[src/rtl/ddo_pkg.sv]
// shared types, constants and fixed-point helpers for the odometry block
package ddo_pkg;

  localparam int NUM_REGS = 7;
  localparam logic [2:0] REG_MPC     = 3'd0;
  localparam logic [2:0] REG_IWB     = 3'd1;
  localparam logic [2:0] REG_THR     = 3'd2;
  localparam logic [2:0] REG_IPER    = 3'd3;
  localparam logic [2:0] REG_START_X = 3'd4;
  localparam logic [2:0] REG_START_Y = 3'd5;
  localparam logic [2:0] REG_START_H = 3'd6;

  localparam logic [31:0] RST_MPC  = 32'd661140;
  localparam logic [23:0] RST_IWB  = 24'd312076;
  localparam logic [30:0] RST_THR  = 31'd268435;
  localparam logic [15:0] RST_IPER = 16'd100;

  localparam logic signed [35:0] PI_Q28     = 36'sd843314857;
  localparam logic signed [35:0] TWO_PI_Q28 = 36'sd1686629713;
  localparam logic signed [33:0] PI_Q30      = 34'sd3373259426;
  localparam logic signed [33:0] HALF_PI_Q30 = 34'sd1686629713;
  localparam logic signed [33:0] GAIN_Q30    = 34'sd652032874;

  typedef struct packed {
    logic [32:0]        sum_mag;
    logic               sum_neg;
    logic [32:0]        dif_mag;
    logic               dif_neg;
    logic signed [31:0] lc;
    logic signed [31:0] rc;
    // yaw difference spans up to plus or minus two pi
    logic signed [33:0] imu;
  } ddo_item_t;

  // two correction steps cover every value the block can produce
  function automatic logic signed [35:0] wrap_pi(input logic signed [35:0] a);
    logic signed [35:0] v;
    v = a;
    for (int k = 0; k < 2; k++) begin
      if (v > PI_Q28) begin
        v = v - TWO_PI_Q28;
      end else if (v < -PI_Q28) begin
        v = v + TWO_PI_Q28;
      end
    end
    return v;
  endfunction

  function automatic logic [31:0] sat_mag(input logic neg, input logic [66:0] m);
    if (!neg) begin
      return (m > 67'h7FFFFFFF) ? 32'h7FFFFFFF : m[31:0];
    end
    return (m > 67'h80000000) ? 32'h80000000 : 32'(-m[31:0]);
  endfunction

  function automatic logic signed [33:0] atan_q30(input logic [4:0] i);
    logic signed [33:0] r;
    unique case (i)
      5'd0:  r = 34'sd843314856;
      5'd1:  r = 34'sd497837829;
      5'd2:  r = 34'sd263043836;
      5'd3:  r = 34'sd133525158;
      5'd4:  r = 34'sd67021686;
      5'd5:  r = 34'sd33543515;
      5'd6:  r = 34'sd16775850;
      5'd7:  r = 34'sd8388437;
      5'd8:  r = 34'sd4194282;
      5'd9:  r = 34'sd2097149;
      5'd10: r = 34'sd1048575;
      5'd11: r = 34'sd524287;
      5'd12: r = 34'sd262143;
      5'd13: r = 34'sd131071;
      5'd14: r = 34'sd65535;
      5'd15: r = 34'sd32767;
      5'd16: r = 34'sd16383;
      5'd17: r = 34'sd8191;
      5'd18: r = 34'sd4095;
      5'd19: r = 34'sd2047;
      5'd20: r = 34'sd1023;
      5'd21: r = 34'sd511;
      5'd22: r = 34'sd255;
      5'd23: r = 34'sd127;
      5'd24: r = 34'sd63;
      5'd25: r = 34'sd31;
      5'd26: r = 34'sd15;
      5'd27: r = 34'sd8;
      5'd28: r = 34'sd4;
      5'd29: r = 34'sd2;
      default: r = 34'sd0;
    endcase
    return r;
  endfunction

endpackage

[src/rtl/ddo_fifo.sv]
// two-entry queue between the front and the back
module ddo_fifo (
  input  logic               clk,
  input  logic               rst_n,
  input  logic               push,
  input  ddo_pkg::ddo_item_t push_item,
  output logic               full,
  input  logic               pop,
  output logic               head_valid,
  output ddo_pkg::ddo_item_t head_item
);
  import ddo_pkg::*;

  ddo_item_t   mem_r [2];
  logic        wr_r, wr_nxt, rd_r, rd_nxt;
  logic [1:0]  cnt_r, cnt_nxt;

  assign full       = cnt_r == 2'd2;
  assign head_valid = cnt_r != 2'd0;
  assign head_item  = mem_r[rd_r];

  always_comb begin
    wr_nxt  = push ? ~wr_r : wr_r;
    rd_nxt  = pop ? ~rd_r : rd_r;
    cnt_nxt = cnt_r + 2'(push) - 2'(pop);
  end

  always_ff @(posedge clk) begin
    if (!rst_n) begin
      wr_r  <= 1'b0;
      rd_r  <= 1'b0;
      cnt_r <= 2'd0;
    end else begin
      wr_r  <= wr_nxt;
      rd_r  <= rd_nxt;
      cnt_r <= cnt_nxt;
    end
    if (push) begin
      mem_r[wr_r] <= push_item;
    end
  end

endmodule

[config.mk]
export PLATFORM = sky130hd
export DESIGN_NAME = ddo_fifo
export DESIGN_NICKNAME = d
export VERILOG_FILES = /design/src/rtl/ddo_pkg.sv /design/src/rtl/ddo_fifo.sv
export SDC_FILE = /design/constraint.sdc
export NUM_CORES = 1
export LEC_CHECK = 0
export ABC_AREA = 1
export BUFFER_PORTS_ARGS = -buffer_cell sky130_fd_sc_hd__buf_2
export CAP_MARGIN = 20
export CORE_AREA = 2 2 174 159
export DETAILED_ROUTE_END_ITERATION = 12
export DIE_AREA = 0 0 176 161
export PLACE_DENSITY = 0.75
export SLEW_MARGIN = 20
export SYNTH_ARGS = -nofsm -noshare
export SYNTH_HDL_FRONTEND = slang
export SYNTH_SLANG_ARGS = --single-unit
[constraint.sdc]
create_clock -name clk -period 8.7 [get_ports clk]
set_input_delay 1.74 -clock clk [delete_from_list [all_inputs] [get_ports clk]]
set_output_delay 1.74 -clock clk [all_outputs]
set_load 0.05 [all_outputs]
==> Word level (Yosys, flattened, before mapping) <==
Memory sizes are Yosys's and may differ from the RTL's. A register that Yosys moved wholly into a read port is not among the register bits.
Cells that the tools add are included.
{ "totals": {"reg_bits": 4, "out_inout_bits": 168, "input_bits": 170, "n_memories": 1, "elab_cells": 14, "ram_bits": 332} }
{ "op_classes": {"add_sub_neg": 2, "n_reduce_logical": 1, "muxes": 4, "eq_ne": 1, "bitwise_logic": 2} }
{ "mem_list": {"columns": ["memory", "words", "word_bits", "rd", "rd_clocked_by_memory_dff", "write_ports", "line", "rtl"], "rows": [
  ["mem_r", 2, 166, 1, 1, 1, "ddo_fifo.sv:14", "ddo_item_t mem_r [2];"]
]} }
{ "ops": {"columns": ["cell", "count"], "rows": [
  ["$mux 1", 4],
  ["$add 2x1->2", 1],
  ["$eq 2x2->1 const B", 1],
  ["$not 1->1", 2],
  ["$reduce_bool 2->1", 1],
  ["$sub 2x1->2", 1]
]} }

==> Logic depth before layout (Yosys ltp) <==
Gate-level depths: netlist (run 1).
{ "logic_depth": {"depth_word": 3, "ltp_mapped": 9, "mapped_depth_nobuf": 9} }

==> Worst setup path before layout (run 1) <==
OpenSTA, ideal clock, no wires.
{ "synth_timing": {"path_type": "input-to-reg", "from": "in push", "to": "mem mem_r[0][0] in the netlist's numbering (enable)", "required_ns": 8.001, "path_buffers": 0, "arrival_ns": 8.719, "setup_time_ns": 0.699, "cell_stages": 2, "path_slack_ns": -0.718, "cell_sequence": "inv_1 nor2_1"} }
{ "synth_via": {"elab_chain_len": 2} }
{ "synth_lines": {"columns": ["item", "line", "rtl"], "rows": [
  ["start: declaration", "ddo_fifo.sv:5", "input logic push,"],
  ["$mux 1", "ddo_fifo.sv:38", "if (push) begin"],
  ["$mux 1 (implied by the code)", "ddo_fifo.sv:39", "mem_r[wr_r] <= push_item;"],
  ["end: declaration", "ddo_fifo.sv:14", null]
]} }
No other way between the ends.

==> key figures, run 1 <==
Outcome
  • Outcome: finished, final reports clean

Final layout
  • Layout Nets: 1084
  • Fill cells: 2024
  • Area occupied by multi-input gates: 1980 sq um
  • Reg area: 10100 sq um
  • Proportion of layout cells with a drive suffix above 1: 59.9%
  • Area grow syn2layout: 25.8%

Setup path
  • Worst Path Class, Setup: register to output pin
  • Worst-path fanout max: 72
  • WP data required: 6960 ps
  • Worst R2R End: mem_r[1][34]
  • Slowest-stage cell, CP: buf_4
  • Arr. time, crit path: 2670 ps
  • Buf/Inv on CP: 2
  • Top delay family on crit path: buffers and inverters
  • Worst path max stage delay: 810 ps
  • Critical path capture point type: output pin
  • RR Startpoint: wr_r
  • R2R cell count: 3
  • Flop-to-flop setup slack: 6050 ps
  • Nature of the critical path startpoint: register
  • Worst path cell trace: buf_4, mux2_2, buf_2

Routing
  • Post-Route WL: 23600 microns
  • Total number of vias: 6292
  • Residual DRC count: 0
  • Antenna viol nets, final: 0
  • Initial DRC Count: 358
  • Pre-antenna DRT Iters: 5
  • Routed WL per cell: 18.3 microns
  • Via-to-Cell Ratio: 4.86

STA
  • RSZ-0062 raised after global routing: false
  • Setup Viol. Count Final: 0
  • Final WS setup: 4290 ps
  • Fin crit share: 50.7%
  • Worst-Margin Slew: 1070 ps
  • Fmax: 0.227 GHz
  • Min Tclk post-route: 4410 ps
  • Final hold slack: 512 ps
  • Final Hold Vio Count: 0
  • Slew margin rel.: 28.7%
  • Setup_tns: 0 ps
  • Fin. max-slew vios: 0
  • Final Skew: 10.1 ps

Clocking
  • Skew-Pair Late Insertion Delay: 490 ps
  • Clock Sinks: 337
  • Num CTS Buffers: 36
  • Clk slew on worst S/H paths: 60 ps
  • Post-CTS Resized: 0
  • Post-CTS setup repair buffer count: 0
  • Clock root buffer: clkbuf_16
  • # H-tree levels: 2
  • Clock buffer depth: 3
  • CTS Hold Bufs: 0
  • CTS tree: done

Power and ir drop
  • Power Total: 3.89 mW
  • Static leakage: 5.78 nW
  • Peak supply drop: 0.000241 V
  • Power per cell area: 253 nW/um^2

Place
  • IO buf count: 337
  • HPWL after detailed placement: 15200 microns
  • Pre-CTS setup slack: 4510 ps
  • RePlAce Congestion: 0.754

Die
  • Row count: 57
  • Initial core utilization: 46.0%
  • Core footprint: 26600 sq um
  • DIE AREA: 28300 sq um
  • Die X: 176 microns
  • Die Y: 161 microns
  • IO Pins: 338

Global routing
  • Vias in the first global route: 6551
  • GR Util All Layers: 15.9%
  • GRT Residual Overflow: 0
  • First-pass GRT wire length: 34800 microns
  • Initial antenna violation count: 6
  • Largest net degree at the start of global routing: 92

Worst hold path
  • Hold Crit Class: register to register
  • Hold_sp: rd_r
  • WHS Endpoint: rd_r
  • Worst hold stages: 2

Synth
  • Yosys warns: 0
  • Cell type with the highest aggregate area in the netlist: edfxtp_1
  • Syn_nets: 721
  • Cell variety after synth: 12
  • Share of Yosys cell area claimed by the top area cell type: 81.4%
  • Top area cells in the synthesized netlist: edfxtp_1 81%, mux2_2 15%, buf_6 1.3%
  • Flops & latches, synth: 337
  • Seq/Total Area, Yosys: 82.2%
  • Post-Syn Instances: 549
  • Synth Cell Area: 12200 sq um
  • Syn Area/Cell: 22.3 sq um

Run
  • Max cap viols: 0
routing by layer:
metal / global-route usage, % / part of all wire, % / up-vias
met5: 0 / 0.089 / -
met4: 6.24 / 2.9 / 4
met3: 5.65 / 9.1 / 58
met2: 27.0 / 49 / 245
met1: 18.7 / 39 / 3080
li1: - / - / 2905
how the worst max path moves through the flow:
stage / from / endpoint / depth (start not counted) / slack [ps]
after floorplan: push / mem_r[0][0] / 2 / 2180
after global placement: push / mem_r[0][129] / 4 / 4490
after detailed placement: push / mem_r[0][159] / 4 / 4510
after CTS: register / head_item[51] / 3 / 4250
after global routing: register / head_item[46] / 3 / 4140
final: register / head_item[121] / 3 / 4290
cells in the mapped netlist (all sizes together):
| master | count |
|---|---|
| a21oi | 1 |
| buf | 18 |
| dfxtp | 5 |
| edfxtp | 332 |
| ha | 2 |
| inv | 7 |
| mux2 | 166 |
| nand2 | 9 |
| nand3 | 1 |
| nor2 | 8 |
registers in the layout (all words and copies together), names as in the netlist, named ones only:
| signal | cells |
|---|---|
| mem_r | 332 |
| cnt_r | 2 |
| rd_r | 1 |
| wr_r | 1 |
stage by stage:
stage | util [%] | instance area [sq um] | std cells
2_1_floorplan | - | 12200 | 549
3_3_place_gp | 53.6 | 14200 | 1227
3_5_place_dp | 53.6 | 14200 | 1227
4_1_cts | 57.8 | 15400 | 1290
5_1_grt | 57.9 | 15400 | 1293
6_report | 57.9 | 15400 | 1294
area by class of cell:
type | count | area share [%]
sequential | 337 | 65.4
multi-input combinational | 187 | 12.8
timing repair buffer | 343 | 11.3
clock inverter | 20 | 1.18
tap | 354 | 2.88
clock buffer | 43 | 6.16
inverter | 7 | 0.203
antenna | 3 | 0.0487
cell usage in the layout, fill, tap and decap left out, types with 2 or more instances in the layout:
cell	instances
edfxtp_1	332
buf_4	5
inv_1	6
clkinvlp_4	2
nand2_1	9
mux2_2	166
ha_1	2
dfxtp_1	4
clkbuf_16	37
nor2_1	7
bufinv_16	3
diode_2	3
clkinv_1	8
clkinv_2	6
clkbuf_1	6
buf_2	337
power breakdown:
group          switching (mW)  total (mW)  internal, mW
sequential             0.0221        1.90          1.88
combinational           0.391       0.538         0.148
clock                   0.585        1.45         0.867
kinds of logic (layout without fill, tap and decap cells):
kind of cell / after synthesis / after routing / share of synthesized area, %
muxes: 166 / 166 / 15.3
buffers and inverters: 25 / 413 / 1.71
DFF: 337 / 337 / 82.2
and+or+nand+nor: 18 / 18 / 0.562
other: 0 / 3 / 0
adders and majority gates: 2 / 2 / 0.204
AOI/OAI and AO/OA: 1 / 1 / 0.0408
worst register-to-register path, cell delays in order (launching register included):
cell	delay, ps
dfxtp_1	400
nand2_1	160
inv_6	570
buf_4	1080
No activity file was read; power rests on OpenSTA's default activity.
==> inputs of run 2 (changes only) <==
--- a/config.mk
+++ b/config.mk
@@ -8,10 +8,10 @@
 export ABC_AREA = 1
 export BUFFER_PORTS_ARGS = -buffer_cell sky130_fd_sc_hd__buf_2
 export CAP_MARGIN = 20
-export CORE_AREA = 2 2 174 159
+export CORE_AREA = 2 2 165 151
 export DETAILED_ROUTE_END_ITERATION = 12
-export DIE_AREA = 0 0 176 161
-export PLACE_DENSITY = 0.75
+export DIE_AREA = 0 0 167 153
+export PLACE_DENSITY = 0.79
 export SLEW_MARGIN = 20
 export SYNTH_ARGS = -nofsm -noshare
 export SYNTH_HDL_FRONTEND = slang
==> constraint.sdc (replaced) <==
create_clock -name clk -period 4.3 [get_ports clk]
set_input_delay 0.86 -clock clk [delete_from_list [all_inputs] [get_ports clk]]
set_output_delay 0.86 -clock clk [all_outputs]
set_load 0.05 [all_outputs]
==> run 2 against run 1 <==
  * Sequential power increased by 100%
  * Clock power increased by 94%
  * Non-clock buffer count increased by 8
==> key figures, run 2 (synthesis results as in run 1) <==
Outcome
  • Outcome: finished, final reports clean

STA
  • Final hold slack: 506 ps
  • Setup_tns: 0 ps
  • Final Hold Vio Count: 0
  • Slew margin rel.: 41.1%
  • Final Skew: 20.3 ps
  • Final WS setup: 1030 ps
  • Fmax: 0.306 GHz
  • RSZ-0062 raised after global routing: false
  • Worst-Margin Slew: 884 ps
  • Min Tclk post-route: 3270 ps
  • Fin crit share: 76.0%
  • Setup Viol. Count Final: 0
  • Fin. max-slew vios: 0

Power and ir drop
  • Power Total: 7.77 mW
  • Peak supply drop: 0.000449 V
  • Power per cell area: 506 nW/um^2
  • Static leakage: 5.81 nW

Die
  • Die Y: 153 microns
  • DIE AREA: 25600 sq um
  • IO Pins: 338
  • Initial core utilization: 51.3%
  • Row count: 54
  • Die X: 167 microns
  • Core footprint: 23900 sq um

Routing
  • Routed WL per cell: 19.4 microns
  • Post-Route WL: 24300 microns
  • Via-to-Cell Ratio: 5.11
  • Pre-antenna DRT Iters: 6
  • Antenna viol nets, final: 0
  • Residual DRC count: 0
  • Total number of vias: 6391
  • Initial DRC Count: 462

Place
  • Area post-placement: 14300 sq um
  • Pre-CTS setup slack: 1510 ps
  • IO buf count: 337
  • HPWL after detailed placement: 16200 microns
  • Placed cells: 1190
  • RePlAce Congestion: 0.773

Setup path
  • Buf/Inv on CP: 2
  • Nature of the critical path startpoint: register
  • Slowest-stage cell, CP: dfxtp_4
  • Critical path capture point type: output pin
  • RR Startpoint: wr_r
  • Worst-path fanout max: 61
  • WP data required: 3440 ps
  • Worst path max stage delay: 910 ps
  • Flop-to-flop setup slack: 2160 ps
  • Worst R2R End: mem_r[1][108]
  • Arr. time, crit path: 2410 ps
  • R2R cell count: 4
  • Worst path cell trace: buf_4, mux2_2, buf_2
  • Top delay family on crit path: flip-flops
  • Worst Path Class, Setup: register to output pin

Clocking
  • Clock root buffer: clkbuf_16
  • Num CTS Buffers: 35
  • Clock Sinks: 337
  • # H-tree levels: 2
  • Post-CTS setup repair buffer count: 0
  • Clk slew on worst S/H paths: 60 ps
  • Clock buffer depth: 3
  • CTS Hold Bufs: 0
  • CTS tree: done
  • Skew-Pair Late Insertion Delay: 490 ps
  • Post-CTS Resized: 0

Final layout
  • Largest registers: mem_r (332), cnt_r (2)
  • Layout Nets: 1091
  • Final core occ: 64.4%
  • Final instance area: 15400 sq um
  • Area grow syn2layout: 25.5%
  • Most common cell after layout, fill and taps aside: buf_2
  • Proportion of layout cells with a drive suffix above 1: 60.2%
  • Largest Register: mem_r
  • Final Non-Filler Cells: 1250
  • Max reg flops: 332
  • Most frequent cells in the layout: 337 x buf_2, 332 x edfxtp_1, 166 x mux2_2

Global routing
  • Largest net degree at the start of global routing: 87
  • Routing usage on met2: 31.7%
  • GRT Residual Overflow: 0
  • Met1 usage: 22.1%
  • GR Util All Layers: 18.6%
  • Initial antenna violation count: 4
  • First-pass GRT wire length: 36800 microns
  • Grt peak-use layer: met2
  • Vias in the first global route: 6780
  • Met3 Use GR: 6.63%

Worst hold path
  • Hold_sp: rd_r
  • WHS Endpoint: rd_r
  • Worst hold stages: 2
  • Hold Crit Class: register to register

Run
  • Max cap viols: 0
run 2: layout make-up:
class | instances | area, sq um
Sequential cell | 337 | 10100
Tap cell | 308 | 385
Clock inverter | 10 | 97.6
Inverter | 7 | 30.0
Timing Repair Buffer | 351 | 1820
Fill cell | 1624 | 8490
Clock buffer | 48 | 977
Antenna cell | 2 | 5.00
Multi-Input combinational cell | 187 | 1980
run 2: worst max path at each step:
stage               cells after the start              to
finish                                  3   head_item[26]
global route                            3   head_item[26]
CTS                                     3   head_item[26]
detailed placement                      3  head_item[156]
global placement                        3   head_item[79]
floorplan                               2     mem_r[1][0]
run 2: report_power, final:
group | total, mW | switching, mW | internal [mW]
combinational | 1.09 | 0.784 | 0.307
sequential | 3.86 | 0.0559 | 3.81
clock | 2.82 | 1.12 | 1.70
run 2: worst reg2reg max path, stage by stage (launching register included):
cell	delay (ps)
dfxtp_1	410
nand2_1	150
clkinvlp_4	110
buf_4	340
buf_4	720
run 2: metal layers:
metal / share of wire [%] / up-vias
met1: 39 / 3159
met2: 50 / 252
met5: 0.099 / -
met3: 8.8 / 48
met4: 2.5 / 4
li1: - / 2928
